==> config.mk <==
export PLATFORM = sky130hd
export DESIGN_NAME = cld_link_queue
export DESIGN_NICKNAME = d
export VERILOG_FILES = /design/src/design/cld_pkg.sv /design/src/design/cld_link_queue.sv
export SDC_FILE = /design/constraint.sdc
export NUM_CORES = 1
export LEC_CHECK = 0
export ABC_AREA = 1
export BUFFER_PORTS_ARGS = -buffer_cell sky130_fd_sc_hd__buf_2
export CORE_MARGIN = 5
export CORE_UTILIZATION = 51
export CTS_CLUSTER_DIAMETER = 100
export DETAILED_ROUTE_END_ITERATION = 10
export GPL_TIMING_DRIVEN = 1
export PLACE_DENSITY_LB_ADDON = 0.2
export SYNTH_ARGS = -nofsm -noshare
export SYNTH_HDL_FRONTEND = slang
export SYNTH_SLANG_ARGS = --single-unit
==> constraint.sdc <==
create_clock -name clock -period 1.8 [get_ports clock]
set_input_delay 0.09 -clock clock [delete_from_list [all_inputs] [get_ports clock]]
set_output_delay 0.09 -clock clock [all_outputs]
set_load 0.02 [all_outputs]
==> src/design/cld_pkg.sv <==
// Package for the class link dedup engine: sizes, action and status codes,
// the command that passes from the front to the back, and state types.
// Depends on nothing; every other design file imports it.
package cld_pkg;

   localparam int MAX_VERTICES = 256;
   localparam int MAX_CLASSES  = 64;
   localparam int MAX_LINKS    = 256;

   localparam int ACTION_W = 2;
   localparam int VERTEX_W = 8;
   localparam int CLASS_W  = 6;
   localparam int STATUS_W = 3;
   localparam int VCOUNT_W = 9;

   localparam int SLOT_W     = $clog2(MAX_VERTICES);
   localparam int LINK_IDX_W = $clog2(MAX_LINKS);
   localparam int LINK_CNT_W = $clog2(MAX_LINKS + 1);

   localparam int QUEUE_DEPTH = 2;
   localparam int QPTR_W      = $clog2(QUEUE_DEPTH);
   localparam int QCNT_W      = $clog2(QUEUE_DEPTH + 1);

   localparam logic [ACTION_W-1:0] ACT_ASSIGN = 2'd0;
   localparam logic [ACTION_W-1:0] ACT_EDGE   = 2'd1;
   localparam logic [ACTION_W-1:0] ACT_CLEAR  = 2'd2;

   localparam logic [STATUS_W-1:0] ST_ASSIGNED = 3'd0;
   localparam logic [STATUS_W-1:0] ST_ADDED    = 3'd1;
   localparam logic [STATUS_W-1:0] ST_PRESENT  = 3'd2;
   localparam logic [STATUS_W-1:0] ST_SAME     = 3'd3;
   localparam logic [STATUS_W-1:0] ST_BAD      = 3'd4;
   localparam logic [STATUS_W-1:0] ST_FULL     = 3'd5;
   localparam logic [STATUS_W-1:0] ST_CLEARED  = 3'd6;

   // What the back has to do with a classified item.
   typedef enum logic [2:0] {
      K_ASSIGNED,
      K_BAD,
      K_SAME,
      K_LINK,
      K_CLEAR
   } kind_type;

   typedef struct packed {
      kind_type             kind;
      logic [CLASS_W-1:0]   from_class;
      logic [CLASS_W-1:0]   to_class;
   } link_cmd_type;

   typedef enum logic {
      F_IDLE,
      F_CLASSIFY
   } front_state_type;

   typedef enum logic {
      B_IDLE,
      B_SCAN
   } back_state_type;

endpackage

==> src/design/cld_link_queue.sv <==
// Short command queue between the front and the back of the class link
// dedup engine, so that either side can stall on its own.
// Depends on cld_pkg.
module cld_link_queue
   import cld_pkg::*;
(
   input  logic          clock,
   input  logic          reset,
   input  logic          push,
   input  link_cmd_type  push_cmd,
   output logic          full,
   input  logic          pop,
   output logic          valid,
   output link_cmd_type  head_cmd
);

   link_cmd_type        entry_ff [QUEUE_DEPTH];
   logic [QPTR_W-1:0]   wr_ptr_ff, wr_ptr_in;
   logic [QPTR_W-1:0]   rd_ptr_ff, rd_ptr_in;
   logic [QCNT_W-1:0]   count_ff, count_in;
   logic                do_push;
   logic                do_pop;

   assign full     = (count_ff == QCNT_W'(QUEUE_DEPTH));
   assign valid    = (count_ff != '0);
   assign head_cmd = entry_ff[rd_ptr_ff];
   assign do_push  = push && !full;
   assign do_pop   = pop && valid;

   always_comb begin
      wr_ptr_in = wr_ptr_ff;
      rd_ptr_in = rd_ptr_ff;
      count_in  = count_ff;
      if (do_push) begin
         wr_ptr_in = (wr_ptr_ff == QPTR_W'(QUEUE_DEPTH - 1)) ? '0 : wr_ptr_ff + QPTR_W'(1);
      end
      if (do_pop) begin
         rd_ptr_in = (rd_ptr_ff == QPTR_W'(QUEUE_DEPTH - 1)) ? '0 : rd_ptr_ff + QPTR_W'(1);
      end
      if (do_push && !do_pop) count_in = count_ff + QCNT_W'(1);
      else if (do_pop && !do_push) count_in = count_ff - QCNT_W'(1);
   end

   always_ff @(posedge clock) begin
      if (reset) begin
         wr_ptr_ff <= '0;
         rd_ptr_ff <= '0;
         count_ff  <= '0;
      end else begin
         wr_ptr_ff <= wr_ptr_in;
         rd_ptr_ff <= rd_ptr_in;
         count_ff  <= count_in;
      end
   end

   always_ff @(posedge clock) begin
      if (do_push) entry_ff[wr_ptr_ff] <= push_cmd;
   end

endmodule

[Yosys cells after proc, flatten, opt, wreduce, memory -nomap -nowiden]
Memories as Yosys holds them, arrays and structs flattened. A register that Yosys moved wholly into a read port is not among the register bits.
Cells that the tools add are included.
Storage, ports and cells
  bits in registers: 4
  latch bits: 0
  RAM bits: 30
  ROM bits: 0
  input port bits: 19
  word-level logic and storage cells: 26
  memories kept: 1
Cells by class
  $add $sub $neg: 4
  $mul: 0
  div/mod/pow operators: 0
  order comparisons: 0
  equal/unequal tests: 1
  shifts and indexed selects: 0
  multiplexer cells: 8
  bitwise gates (word level): 0
  reductions and logical operators: 9
Memory list
  entry_ff: depth 2, width 15, read ports 1, clocked after Yosys merged registers in 1, write ports 1, line cld_link_queue.sv:17  | link_cmd_type entry_ff [QUEUE_DEPTH];
Operators with widths (number)
  1-bit two-way mux: 6
  1-bit logical AND: 4
  2-bit two-way mux: 2
  2-bit nonzero test: 2
  1-bit logical NOT: 3
  1-bit adder (second input constant): 2
  2-bit by 1-bit adder with 2-bit output (second input constant): 1
  2-bit == test (second input constant): 1
  2-bit by 1-bit subtractor with 2-bit output (second input constant): 1

[Longest topological paths before layout]
  word-level depth: 7
  gate-level depth with buffers: 10
  depth with buffers taken out: 10

[Worst setup path after synthesis]
Ideal clock, no wire load.
  kind: register -> register
  start: register count_ff[0]
  end: memory entry_ff[1][0] (netlist bit) (enable)
  setup time: 0.386 ns
  arrival time: 1.146 ns
  data required time: 1.414 ns
  path slack: 0.268 ns
  stages on the path, launching flop included: 3
  buffers on the path: 0
  cells stage by stage: dfxtp_1 -> o21ai_2 -> nor2_1
Between the ends
  word-level cells in the longest chain between the ends: 5
RTL lines
  start, declared: line cld_link_queue.sv:20  | logic [QCNT_W-1:0] count_ff, count_in;
  start signal, assigned: line cld_link_queue.sv:52  | count_ff <= count_in;
  2-bit == test: line cld_link_queue.sv:24  | assign full = (count_ff == QCNT_W'(QUEUE_DEPTH));
  1-bit logical NOT: line cld_link_queue.sv:27  | assign do_push = push && !full;
  1-bit logical AND: line cld_link_queue.sv:27
  1-bit two-way mux: line cld_link_queue.sv:57  | if (do_push) entry_ff[wr_ptr_ff] <= push_cmd;
  1-bit two-way mux (implied by the code): line cld_link_queue.sv:57
  end, declared: line cld_link_queue.sv:17
No other way between the ends.

==> reports/results.txt <==
final worst-path cycle share - 91.1%
slew margin rel. - 83.1%
leading cell type in the layout, fill and taps excluded - buf_2
first-pass GRT wire length - 3.59 mm
fmax - 610 MHz
critical path type - register to output pin
pre-CTS WS - 379 ps
post-synth design cell area - 0.00138 sq mm
critical path endpoint category - output pin
GRT Util Overall - 13.7%
IO buf count - 35
cell breakdown of the critical path - buf_4 > mux2_4 > buf_2
Max stage delay on crit path - 470 ps
Required @ worst endpoint - 1710 ps
part of the Yosys area used for sequential elements - 72.4%
fin. max-slew vios - 0
# DRC - 0
final setup vio count - 0
flops & latches, synth - 35
DR WL/cell - 12.8 microns
Routed WL - 2.24 mm
reg-to-reg startpoint - count_ff[0]
diode count - 0
Post-Syn Area per Cell - 16.5 sq um
Hold/Removal Path Class - input pin to register
worst slew pin tran - 253 ps
most frequent cells in the layout - buf_2 (35), edfxtp_1 (30), dlygate4sd3_1 (15)
post-synth top area cell - edfxtp_1
maximum fanout along the worst path - 10
Max rail drop VDD - 0.887 mV
Worst Reg-to-Reg Cells - 9
Tmin final - 1640 ps
unrepaired setup endpoints after global routing - no
Post-Route Skew - 6.85 ps
maximum clock path buffer count - 2
Sum Neg Setup Slack - 0 ps
synthesis-to-finish area growth - 30.2%
Nets - 164
I/O pin count - 36
Yosys top cell area share - 65.2%
pin count of the biggest net entering global routing - 11
CP Launch Type - register
overall power - 2.24 mW
GRT overflow - 0
Starting Density - 54.3%
core area - 0.00254 sq mm
worst r2r dst - count_ff[1]
H-tree level count - 2
leakage - 0.756 nW
number of library cell types mapped by synthesis - 15
# rows - 18
Setup WS post-layout - 160 ps
Final Hold Viols - 0
clock root buffer - clkbuf_4
CP bufs+invs - 2
Mapped Nets - 104
number of max-cap violations - 0
power per cell area - 1240 mW/mm^2
top cells by area, synth - edfxtp_1 (65%), mux2_4 (11%), dfxtp_1 (7.2%), mux2_2 (4.1%), inv_1 (2.2%)
Die Area - 0.00385 sq mm
yosys synthesis warning count - 0
via count - 828
R2R setup slack - 360 ps
Pre-antenna DRT Iters - 4
Mapped Cells - 84
vias in the first global route - 806
DPL Wire Length - 1.60 mm
layout cell share with drive strength beyond 1 - 42.1%
initial antenna violation count - 0
routability cong. - 0.642
Die Span Y - 62.1 microns
# clock sinks - 35
Critical Path Sink - head_cmd[2]
routed vias/inst - 4.73
status - finished clean
clk_lat worst skew - 320 ps
cell family with most CP delay - flip-flops
cts bufs inserted - 5
Antenna Violating Nets Remaining - 0
1st-iter DRT viols - 21
CP max-delay cell - dfxtp_1
clock transition at the registers of the reported paths - 90 ps
Chip Width - 62.1 microns
critical path arrival - 1550 ps
Stages on worst setup path - 3
CTS tree - yes
power by group:
group	internal, mW	switching (mW)
clock	0.155	0.223
combinational	0.336	0.430
sequential	1.03	0.0619
total	1.52	0.715
Yosys cell counts, drive strengths merged:
master,instances
a21oi,2
inv,8
nand2,7
mux2,15
nand3,2
edfxtp,30
dfxtp,5
nand4,1
o21ai,3
ha,1
buf,2
nor2,8
repair_timing:
| action | 4_1_cts | 5_1_grt |
|---|---|---|
| setup buffers | 0 | 0 |
| hold buffers | 15 | 0 |
| endpoints found under the hold margin | 30 | 0 |
| gates resized for setup | 0 | 0 |
sequential cells by signal (all words and copies together) (netlist names), named ones only:
signal / count
entry_ff: 30
count_ff: 2
wr_ptr_ff: 1
rd_ptr_ff: 1
kinds of logic (layout without fill, tap and decap cells):
family / after synthesis / count (layout) / share of synthesized area (%)
DFF: 35 / 35 / 72.4
and+or+nand+nor: 18 / 18 / 5.25
muxes: 15 / 15 / 14.9
buffers and inverters: 10 / 71 / 4.43
AOI/OAI and AO/OA: 5 / 5 / 2.08
adders and majority gates: 1 / 1 / 0.905
per-stage QoR:
stage | cells | area (sq um) | hold WS (ps) | utilization, %
after floorplan | 84 | 1380 | 189 | -
after detailed placement | 152 | 1600 | 282 | 62.9
final | 175 | 1800 | 59.3 | 70.7
after CTS | 175 | 1800 | 39.7 | 70.7
after global routing | 175 | 1800 | 43.7 | 70.7
after global placement | 152 | 1600 | 278 | 62.9
metal layers:
metal / global-route usage [%] / up-vias / wire length [microns]
met5: 0 / - / 0
met3: 6.40 / 6 / 156
met1: 15.7 / 375 / 906
met4: 6.36 / 0 / 48
li1: - / 423 / -
met2: 21.9 / 24 / 1130
worst min path at each step:
stage / from / to / slack, ps / cells past startpoint
floorplan: push_cmd[0] / entry_ff[0][0] / 190 / 0
global placement: push_cmd[14] / entry_ff[1][14] / 280 / 1
detailed placement: push_cmd[1] / entry_ff[0][1] / 280 / 1
CTS: reset / wr_ptr_ff / 40 / 4
global route: reset / count_ff[1] / 40 / 4
finish: reset / wr_ptr_ff / 60 / 4
area by class of cell:
type	count	area, sq um
sequential	35	1000
clock buffer	8	48.8
fill	178	744
inverter	8	30.0
tap	30	37.5
timing repair buffer	55	363
multi-input combinational	39	320
worst register-to-register path: stages, from the launching register on:
cell and delay, ps:
dfxtp_1 450, inv_1 90, nand2_1 120, nand2_1 70, ha_1 280, inv_1 100, nand3_1 90, nand2_1 60
inv_1 40, nor2_1 80
Note: power is estimated with default switching activity, not from simulation.
