[src/design/cld_pkg.sv]
// Package for the class link dedup engine: sizes, action and status codes,
// the command that passes from the front to the back, and state types.
// Depends on nothing; every other design file imports it.
package cld_pkg;

   localparam int MAX_VERTICES = 256;
   localparam int MAX_CLASSES  = 64;
   localparam int MAX_LINKS    = 256;

   localparam int ACTION_W = 2;
   localparam int VERTEX_W = 8;
   localparam int CLASS_W  = 6;
   localparam int STATUS_W = 3;
   localparam int VCOUNT_W = 9;

   localparam int SLOT_W     = $clog2(MAX_VERTICES);
   localparam int LINK_IDX_W = $clog2(MAX_LINKS);
   localparam int LINK_CNT_W = $clog2(MAX_LINKS + 1);

   localparam int QUEUE_DEPTH = 2;
   localparam int QPTR_W      = $clog2(QUEUE_DEPTH);
   localparam int QCNT_W      = $clog2(QUEUE_DEPTH + 1);

   localparam logic [ACTION_W-1:0] ACT_ASSIGN = 2'd0;
   localparam logic [ACTION_W-1:0] ACT_EDGE   = 2'd1;
   localparam logic [ACTION_W-1:0] ACT_CLEAR  = 2'd2;

   localparam logic [STATUS_W-1:0] ST_ASSIGNED = 3'd0;
   localparam logic [STATUS_W-1:0] ST_ADDED    = 3'd1;
   localparam logic [STATUS_W-1:0] ST_PRESENT  = 3'd2;
   localparam logic [STATUS_W-1:0] ST_SAME     = 3'd3;
   localparam logic [STATUS_W-1:0] ST_BAD      = 3'd4;
   localparam logic [STATUS_W-1:0] ST_FULL     = 3'd5;
   localparam logic [STATUS_W-1:0] ST_CLEARED  = 3'd6;

   // What the back has to do with a classified item.
   typedef enum logic [2:0] {
      K_ASSIGNED,
      K_BAD,
      K_SAME,
      K_LINK,
      K_CLEAR
   } kind_type;

   typedef struct packed {
      kind_type             kind;
      logic [CLASS_W-1:0]   from_class;
      logic [CLASS_W-1:0]   to_class;
   } link_cmd_type;

   typedef enum logic {
      F_IDLE,
      F_CLASSIFY
   } front_state_type;

   typedef enum logic {
      B_IDLE,
      B_SCAN
   } back_state_type;

endpackage

[src/design/cld_back.sv]
// Back of the class link dedup engine: holds the link store, scans it for
// duplicates, appends new links and drives the registered result beat.
// Depends on cld_pkg.
module cld_back
   import cld_pkg::*;
(
   input  logic                   clock,
   input  logic                   reset,
   input  logic                   q_valid,
   input  link_cmd_type           q_cmd,
   output logic                   q_pop,
   output logic                   rsp_strobe,
   output logic [STATUS_W-1:0]    rsp_status,
   output logic [CLASS_W-1:0]     rsp_from_class,
   output logic [CLASS_W-1:0]     rsp_to_class,
   output logic [LINK_IDX_W-1:0]  rsp_link_index,
   output logic [LINK_CNT_W-1:0]  rsp_link_total
);

   back_state_type state_ff, state_in;

   logic [LINK_CNT_W-1:0]        link_count_ff, link_count_in;
   logic [LINK_CNT_W-1:0]        rd_idx_ff, rd_idx_in;
   logic                         cmp_valid_ff, cmp_valid_in;
   logic [LINK_IDX_W-1:0]        cmp_idx_ff, cmp_idx_in;
   logic [2*CLASS_W-1:0]         rd_data_ff;
   logic [CLASS_W-1:0]           from_ff, from_in;
   logic [CLASS_W-1:0]           to_ff, to_in;
   logic [2*CLASS_W-1:0]         link_mem [MAX_LINKS];

   logic                         rsp_strobe_ff, rsp_strobe_in;
   logic [STATUS_W-1:0]          rsp_status_ff, rsp_status_in;
   logic [CLASS_W-1:0]           rsp_from_ff, rsp_from_in;
   logic [CLASS_W-1:0]           rsp_to_ff, rsp_to_in;
   logic [LINK_IDX_W-1:0]        rsp_index_ff, rsp_index_in;
   logic [LINK_CNT_W-1:0]        rsp_total_ff, rsp_total_in;

   logic                         rd_en;
   logic                         wr_en;
   logic                         match;
   logic                         more;
   logic                         store_full;

   assign match      = cmp_valid_ff && (rd_data_ff == {from_ff, to_ff});
   assign more       = (rd_idx_ff < link_count_ff);
   assign store_full = (link_count_ff >= LINK_CNT_W'(MAX_LINKS));

   always_comb begin
      state_in = state_ff;
      unique case (state_ff)
         B_IDLE: if (q_valid && q_cmd.kind == K_LINK) state_in = B_SCAN;
         B_SCAN: if (match || (!more && !cmp_valid_ff)) state_in = B_IDLE;
         default: state_in = B_IDLE;
      endcase
   end

   always_comb begin
      q_pop         = 1'b0;
      rd_en         = 1'b0;
      wr_en         = 1'b0;
      link_count_in = link_count_ff;
      rd_idx_in     = rd_idx_ff;
      cmp_valid_in  = cmp_valid_ff;
      cmp_idx_in    = cmp_idx_ff;
      from_in       = from_ff;
      to_in         = to_ff;
      rsp_strobe_in = 1'b0;
      rsp_status_in = rsp_status_ff;
      rsp_from_in   = rsp_from_ff;
      rsp_to_in     = rsp_to_ff;
      rsp_index_in  = rsp_index_ff;
      rsp_total_in  = rsp_total_ff;
      unique case (state_ff)
         B_IDLE: begin
            if (q_valid) begin
               q_pop        = 1'b1;
               from_in      = q_cmd.from_class;
               to_in        = q_cmd.to_class;
               rd_idx_in    = '0;
               cmp_valid_in = 1'b0;
               rsp_from_in  = q_cmd.from_class;
               rsp_to_in    = q_cmd.to_class;
               rsp_index_in = '0;
               rsp_total_in = link_count_ff;
               unique case (q_cmd.kind)
                  K_ASSIGNED: begin
                     rsp_strobe_in = 1'b1;
                     rsp_status_in = ST_ASSIGNED;
                  end
                  K_SAME: begin
                     rsp_strobe_in = 1'b1;
                     rsp_status_in = ST_SAME;
                  end
                  K_CLEAR: begin
                     rsp_strobe_in = 1'b1;
                     rsp_status_in = ST_CLEARED;
                     link_count_in = '0;
                     rsp_total_in  = '0;
                  end
                  K_LINK: rsp_strobe_in = 1'b0;
                  default: begin
                     rsp_strobe_in = 1'b1;
                     rsp_status_in = ST_BAD;
                  end
               endcase
            end
         end
         B_SCAN: begin
            rsp_from_in  = from_ff;
            rsp_to_in    = to_ff;
            rsp_total_in = link_count_ff;
            priority if (match) begin
               rsp_strobe_in = 1'b1;
               rsp_status_in = ST_PRESENT;
               rsp_index_in  = cmp_idx_ff;
            end else if (more) begin
               rd_en        = 1'b1;
               rd_idx_in    = rd_idx_ff + LINK_CNT_W'(1);
               cmp_valid_in = 1'b1;
               cmp_idx_in   = rd_idx_ff[LINK_IDX_W-1:0];
            end else if (cmp_valid_ff) begin
               cmp_valid_in = 1'b0;
            end else if (store_full) begin
               rsp_strobe_in = 1'b1;
               rsp_status_in = ST_FULL;
               rsp_index_in  = '0;
            end else begin
               wr_en         = 1'b1;
               link_count_in = link_count_ff + LINK_CNT_W'(1);
               rsp_strobe_in = 1'b1;
               rsp_status_in = ST_ADDED;
               rsp_index_in  = link_count_ff[LINK_IDX_W-1:0];
               rsp_total_in  = link_count_ff + LINK_CNT_W'(1);
            end
         end
         default: q_pop = 1'b0;
      endcase
   end

   always_ff @(posedge clock) begin
      if (reset) begin
         state_ff      <= B_IDLE;
         link_count_ff <= '0;
         cmp_valid_ff  <= 1'b0;
         rsp_strobe_ff <= 1'b0;
      end else begin
         state_ff      <= state_in;
         link_count_ff <= link_count_in;
         cmp_valid_ff  <= cmp_valid_in;
         rsp_strobe_ff <= rsp_strobe_in;
      end
   end

   always_ff @(posedge clock) begin
      rd_idx_ff     <= rd_idx_in;
      cmp_idx_ff    <= cmp_idx_in;
      from_ff       <= from_in;
      to_ff         <= to_in;
      rsp_status_ff <= rsp_status_in;
      rsp_from_ff   <= rsp_from_in;
      rsp_to_ff     <= rsp_to_in;
      rsp_index_ff  <= rsp_index_in;
      rsp_total_ff  <= rsp_total_in;
   end

   always_ff @(posedge clock) begin
      if (rd_en) rd_data_ff <= link_mem[rd_idx_ff[LINK_IDX_W-1:0]];
      if (wr_en) link_mem[link_count_ff[LINK_IDX_W-1:0]] <= {from_ff, to_ff};
   end

   assign rsp_strobe     = rsp_strobe_ff;
   assign rsp_status     = rsp_status_ff;
   assign rsp_from_class = rsp_from_ff;
   assign rsp_to_class   = rsp_to_ff;
   assign rsp_link_index = rsp_index_ff;
   assign rsp_link_total = rsp_total_ff;

   a_count_bound: assert property (@(posedge clock) disable iff (reset)
      link_count_ff <= LINK_CNT_W'(MAX_LINKS))
      else $error("link count beyond store size");

   a_scan_bound: assert property (@(posedge clock) disable iff (reset)
      (state_ff == B_SCAN) |-> (rd_idx_ff <= link_count_ff))
      else $error("scan index ran past the link count");

   a_added_total: assert property (@(posedge clock) disable iff (reset)
      (rsp_strobe_ff && rsp_status_ff == ST_ADDED) |->
         (rsp_total_ff == {1'b0, rsp_index_ff} + LINK_CNT_W'(1)))
      else $error("added link index does not match new total");

   a_pop_ends_scan: assert property (@(posedge clock) disable iff (reset)
      (state_ff == B_SCAN && rsp_strobe_in) |=> (state_ff == B_IDLE))
      else $error("scan continued after its result");

endmodule

[config.mk]
export PLATFORM = sky130hd
export DESIGN_NAME = cld_back
export DESIGN_NICKNAME = d
export VERILOG_FILES = /design/src/design/cld_pkg.sv /design/src/design/cld_back.sv
export SDC_FILE = /design/constraint.sdc
export NUM_CORES = 2
export LEC_CHECK = 0
export ABC_AREA = 1
export BUFFER_PORTS_ARGS = -buffer_cell sky130_fd_sc_hd__buf_4
export CELL_PAD_IN_SITES_DETAIL_PLACEMENT = 0
export CELL_PAD_IN_SITES_GLOBAL_PLACEMENT = 1
export CORE_ASPECT_RATIO = 0.5
export CORE_UTILIZATION = 40
export CTS_CLUSTER_SIZE = 8
export DETAILED_ROUTE_END_ITERATION = 10
export PLACE_DENSITY_LB_ADDON = 0.1
export SETUP_SLACK_MARGIN = 0.2
export SYNTH_ARGS = -nofsm -noshare
export SYNTH_HDL_FRONTEND = slang
export SYNTH_SLANG_ARGS = --single-unit
[constraint.sdc]
create_clock -name clock -period 6.05 [get_ports clock]
set_clock_uncertainty 0.1 [all_clocks]
set_input_delay 0.605 -clock clock [delete_from_list [all_inputs] [get_ports clock]]
set_output_delay 0.605 -clock clock [all_outputs]
set_load 0.02 [all_outputs]
Word level (Yosys, flattened, before mapping)
Memory sizes are Yosys's and may differ from the RTL's. A register that Yosys moved wholly into a read port is not among the register bits. Cells that the tools add are included.

$add $sub $neg: 2. Reduce and logical (&&, ||, !) cells: 13. Bitwise gates (word level): 2. $lt $le $gt $ge: 2. Equal/unequal tests: 10. Mux-type cells: 52.

Operator list (number): two-way mux 9 bit (9); two-way mux 8 bit (5); one-hot mux 9 bit (2 select lines) (2); one-hot mux 6 bit (2 select lines) (2); two-way mux 1 bit (21); adder 9 x 1 -> 9 bit, second input constant (2); one-hot mux 8 bit (2 select lines) (1); two-way mux 3 bit (5); == test 12 bit (1); two-way mux 6 bit (2); one-hot mux 3 bit (4 select lines) (1); greater-or-equal comparator 9 bit, second input constant (1); less-than comparator 9 bit (1); AND reduction 3 bit (3); == test 3 x 2 -> 1 bit, second input constant (2); inequality test 2 bit, second input constant (3); one-hot mux 1 bit (2 select lines) (3); one-hot mux 3 bit (2 select lines) (1); AND reduction 2 bit (2); AND reduction 4 bit (1); == test 3 bit, second input constant (1); logical AND 1 bit (3); logical NOT 3 bit (1); inequality test 3 x 2 -> 1 bit, second input constant (1); 5 further kinds (7).

Bits in writable memories: 3072. Output and inout bits: 34. Register bits: 73. Logic and storage cells: 95. Input port bits: 18. Memories kept: 1.

Memory list: link_mem (depth 256, bits a word 12, read ports 1, clocked after memory_dff 1, wr ports 1, line cld_back.sv:29) `logic [2*CLASS_W-1:0] link_mem [MAX_LINKS];`.

Logic depth before layout (Yosys ltp)
Depth in word-level cells: 8. Gate-level depth with buffers: 21. Mapped depth without buffers: 17.

Worst setup path before layout
Ideal clock, no wire load.

Path type: register to register. Start point: register from_ff[4]. End point: register rsp_index_ff[0] (netlist: rsp_link_index[0]) (enable). Clock period less this slack: 5086 ps. Cell stages (with the launch flop): 9. Data arrival time: 4610 ps. Path buffers: 0. Path slack: 964 ps. Cell sequence: edfxtp_1 > xor2_1 > a21oi_1 > nand3_1 > nor2_1 > nand3_1 > nand2_1 > inv_1 > a21oi_1.

Longest elaborated chain between the ends: 4. Elaborated cells between the ends (all ways): 5.

RTL lines: start: declaration (line cld_back.sv:27) `logic [CLASS_W-1:0] from_ff, from_in;`; start signal: assignment (line cld_back.sv:157) `from_ff <= from_in;`; == test 12 bit * (line cld_back.sv:44) `assign match = cmp_valid_ff && (rd_data_ff == {from_ff, to_ff});`; logical AND 1 bit * (line cld_back.sv:44); inequality test 3 bit (no source line) or inequality test 3 x 2 -> 1 bit (tied branches); AND reduction 3 bit (no source line) *; end signal: assignment (line cld_back.sv:162) `rsp_index_ff <= rsp_index_in;`; end: declaration (line cld_back.sv:35) `logic [LINK_IDX_W-1:0] rsp_index_ff, rsp_index_in;`.

Every way passes the cells marked *; elsewhere a longest branch is shown, timed or not. A chain may end at the register's enable or synchronous reset.

Worst setup path in the final report
Start point: register link_count_ff[2]. End point: memory link_mem[155][10] (netlist bit) (enable).

Longest elaborated chain between the ends: 8. Elaborated cells between the ends (all ways): 9.

RTL lines: start: declaration (line cld_back.sv:22) `logic [LINK_CNT_W-1:0] link_count_ff, link_count_in;`; start signal: assignment (line cld_back.sv:148) `link_count_ff <= link_count_in;`; greater-or-equal comparator 9 bit (line cld_back.sv:46) `assign store_full = (link_count_ff >= LINK_CNT_W'(MAX_LINKS));`; two-way mux 1 bit (line cld_back.sv:123) `end else if (store_full) begin`; two-way mux 1 bit (line cld_back.sv:121) `end else if (cmp_valid_ff) begin`; two-way mux 1 bit (line cld_back.sv:116) `end else if (more) begin`; two-way mux 1 bit (line cld_back.sv:112) `priority if (match) begin`; two-way mux 1 bit (line cld_back.sv:73) `unique case (state_ff)`; two-way mux 1 bit (line cld_back.sv:168) `if (wr_en) link_mem[link_count_ff[LINK_IDX_W-1:0]] <= {from_ff, to_ff};`; two-way mux 1 bit (implied by the code) (line cld_back.sv:168); end: declaration (line cld_back.sv:29).

Parallel ways exist; a longest one is shown, timed or not.

==> impl_metrics.tcl <==
set metrics [dict create \
    worst_slew_pin_slew_ns 1.705 \
    syn_inst 12160 \
    root_buffer "clkbuf_16" \
    vias 87930 \
    hold_class "input pin to flop" \
    final_antenna_net_count 0 \
    synth_top_area_cell "edfxtp_1" \
    yosys-top-cells-count "nand2_1, edfxtp_1, nor2_1" \
    cts_inserted_buffers 436 \
    syn_avg_cell_area_um2 10.91 \
    pin_count 52 \
    seq_power_share_pct 49.0 \
    die_area_mm2 0.3341 \
    synthArstFlopShare_pct 0 \
    yosys.cell_types.count 34 \
    cts_hold_buffers 19 \
    dp_cells 16310 \
    synth_flop_cell "edfxtp_1" \
    fp-row-count 149 \
    die_y_um 409.2 \
    finalWirelength_um 423600 \
    antenna_found_initial 20 \
    grt_max_degree 169 \
    grt_pass1_vias 83920 \
    initial_core_util_pct 40.22 \
    crit_top_cell "nor2_1" \
    clkSinkCount 3157 \
    switching_power_w 0.01164 \
    critPathCaptureType "flop" \
    path_clk_slew_ns 0.06 \
    num-nets-final 12420 \
    cts_tree "built" \
    rsz0062_at_grt "false" \
    wl_per_cell_um 25.21 \
    yosys-top-cells-area "edfxtp_1, nand2_1, nor2_1" \
    area_growth_pct 13.46 \
    dr.first_iter.drc_count 8774 \
    synth_edf_count 3145 \
    drc 0 \
    max-cap-violations 0 \
    yosysMostFrequentCell "nand2_1" \
    fillers 30280 \
    swShare_pct 23.58 \
    critPathMaxStageDelay_ns 0.91 \
    path_class "flop to flop" \
    post-route-min-period_ns 5.114 \
    worstPathArrival_ns 5.54 \
    routed_via_density 5.232 \
    tns_ns 0 \
    ys_seq_elements 3157 \
    clk_path_buf_depth 4 \
    max_slew_margin_pct -13.69 \
    port_buffers 51 \
    irDropWorstVdd_uv 242.2 \
    grt_pass1_wl_um 608300 \
    post-dp-hpwl_um 238000 \
    diodes 0 \
    status "finished, violations left" \
    p_comb_share_pct 6.8 \
    path_cells "inv_1 -> ha_1 -> nand2_1 -> nor2_1 -> o211ai_1 -> nand3_2 -> nand3_2 -> nor2_1 -> nand3_1 -> buf_4 -> nor2_1" \
    htree_levels 5 \
    period_share_pct 84.53 \
    synth.net_count 12190 \
    violations "max-slew violations" \
    syn-cell-area_mm2 0.1327 \
    p_int_w 0.03773 \
    p_per_area_mw_per_mm2 328.0 \
    slowest_stage "nor2_1" \
    cp_max_fo 16 \
    clkPwrFrac_pct 44.1 \
    cts_setup_buffers 0 \
    leakage_nw 57.07 \
    dieWidth_um 816.4 \
    final_cells 16810 \
    cp-start-kind "flop" \
    clkLatencyLatePin_ns 0.96 \
    max_freq_mhz 195.5 \
    synth_warnings 0 \
    cp.required_ns 6.47 \
    slew_viol_final 76 \
    firstDrtPassIters 6 \
    grt_remaining_overflow 0 \
    yosysSeqAreaShare_pct 71.37 \
    global_route.usage.total_pct 24.86 \
    core_area_mm2 0.3298 \
    gp_congestion 0.8321 \
    synthDominantCellAreaShare_pct 71.19 \
    setup_viol 0 \
    drive_gt1_share_pct 8.006 \
    hold_viol_final 0 \
    ctsResizeCount 0 \
]
[cell usage in the layout (no fill, tap or decap), drive strengths merged]
master | synthesis | routed
a21oi | 140 | 140
a31oi | 2 | 2
and3 | 2 | 2
buf | 443 | 463
clkbuf | 248 | 466
clkinv | 21 | 27
dfxtp | 12 | 12
dlygate4sd3 | 0 | 19
edfxtp | 3145 | 3145
ha | 14 | 14
inv | 941 | 950
nand2 | 3428 | 3428
nand3 | 1071 | 1071
nand4 | 7 | 7
nor2 | 1715 | 1715
nor3 | 10 | 10
nor4 | 2 | 2
o211ai | 94 | 94
o21a | 1 | 1
o21ai | 803 | 803
o221ai | 1 | 1
o22ai | 7 | 7
or2 | 37 | 37
xnor2 | 9 | 9
xor2 | 3 | 3
[power by group through the flow]
stage	clock, W	sequential [W]	combinational [W]
after global routing	0.0230	0.0242	0.00364
after global placement	0	0.0246	0.00338
after detailed placement	0	0.0246	0.00337
final	0.0218	0.0242	0.00336
after floorplan	0	0.0249	0.00166
after CTS	0.0222	0.0242	0.00338
[registers in the layout, indices dropped and copies added (netlist names), 3 cells and up]
signal	cells
link_count_ff	9
rsp_from_class	6
rsp_status	3
rd_idx_ff	9
rsp_link_index	8
rsp_link_total	9
cmp_idx_ff	8
from_ff	6
link_mem	3072
to_ff	6
rd_data_ff	12
rsp_to_class	6
[critical path, delay by kind of cell, from the launching register on]
family | cells | cell delay [ns]
simple gates | 7 | 2.73
fa+ha+maj | 1 | 0.42
buf+inv | 2 | 0.77
compound gates | 1 | 0.10
flops | 1 | 0.56
[cells by family (layout without fill, tap and decap cells)]
family	count (synthesis)	in the layout	synth area share, %
buffers and inverters	1653	1925	5.395
adder cells (fa/ha/maj)	14	14	0.1320
flip-flops	3157	3157	71.37
AND/OR/NAND/NOR	6272	6272	18.88
AO/OA/AOI/OAI	1048	1048	4.144
XOR/XNOR	12	12	0.07923
[routing by layer]
| metal | track usage, % | up-vias | share of wire, % |
|---|---|---|---|
| met3 | 3.499 | 545 | 6.5 |
| met2 | 37.84 | 2823 | 44 |
| met5 | 0 | - | 0 |
| li1 | - | 41000 | - |
| met1 | 37.85 | 43560 | 47 |
| met4 | 5.609 | 0 | 2.2 |
[worst paths after layout]
check	startpoint	end	slack, ns	cells after the start
hold / removal	q_valid	link_count_ff[8]$_SDFFE_PP0P_	0.12	5
hold reg to reg	rd_idx_ff[2]$_SDFFCE_PN0P_	cmp_idx_ff[2]$_DFFE_PP_	0.48	0
setup / recovery	link_count_ff[2]$_SDFFE_PP0P_	link_mem[155][10]$_DFFE_PP_	0.94	11
setup reg to reg	link_count_ff[2]$_SDFFE_PP0P_	link_mem[155][10]$_DFFE_PP_	0.94	11
[through the flow]
step | hold slack, ns | area (um2) | power, W | util (%) | setup WS [ns]
after global routing | 0.08021 | 150500 | 0.05084 | 45.64 | 0.8353
after CTS | 0.03357 | 150500 | 0.04978 | 45.64 | 1.080
after global placement | 0.4518 | 138900 | 0.02801 | 42.12 | 1.110
final | 0.1176 | 150500 | 0.04937 | 45.64 | 0.9361
after floorplan | 0.3486 | 132700 | 0.02653 | - | 0.9645
after detailed placement | 0.4659 | 138900 | 0.02800 | 42.12 | 1.119
[final cells by class]
type	instances	area, um2	share of cell area, %
sequential	3157	94680	62.90
timing repair buffer	482	4342	2.884
multi-input combinational	7346	30950	20.56
clock inverter	15	217.7	0.1446
tap	4379	5479	3.640
inverter	962	3657	2.430
clock buffer	466	11190	7.437
Power figures use the tool's default switching activity.
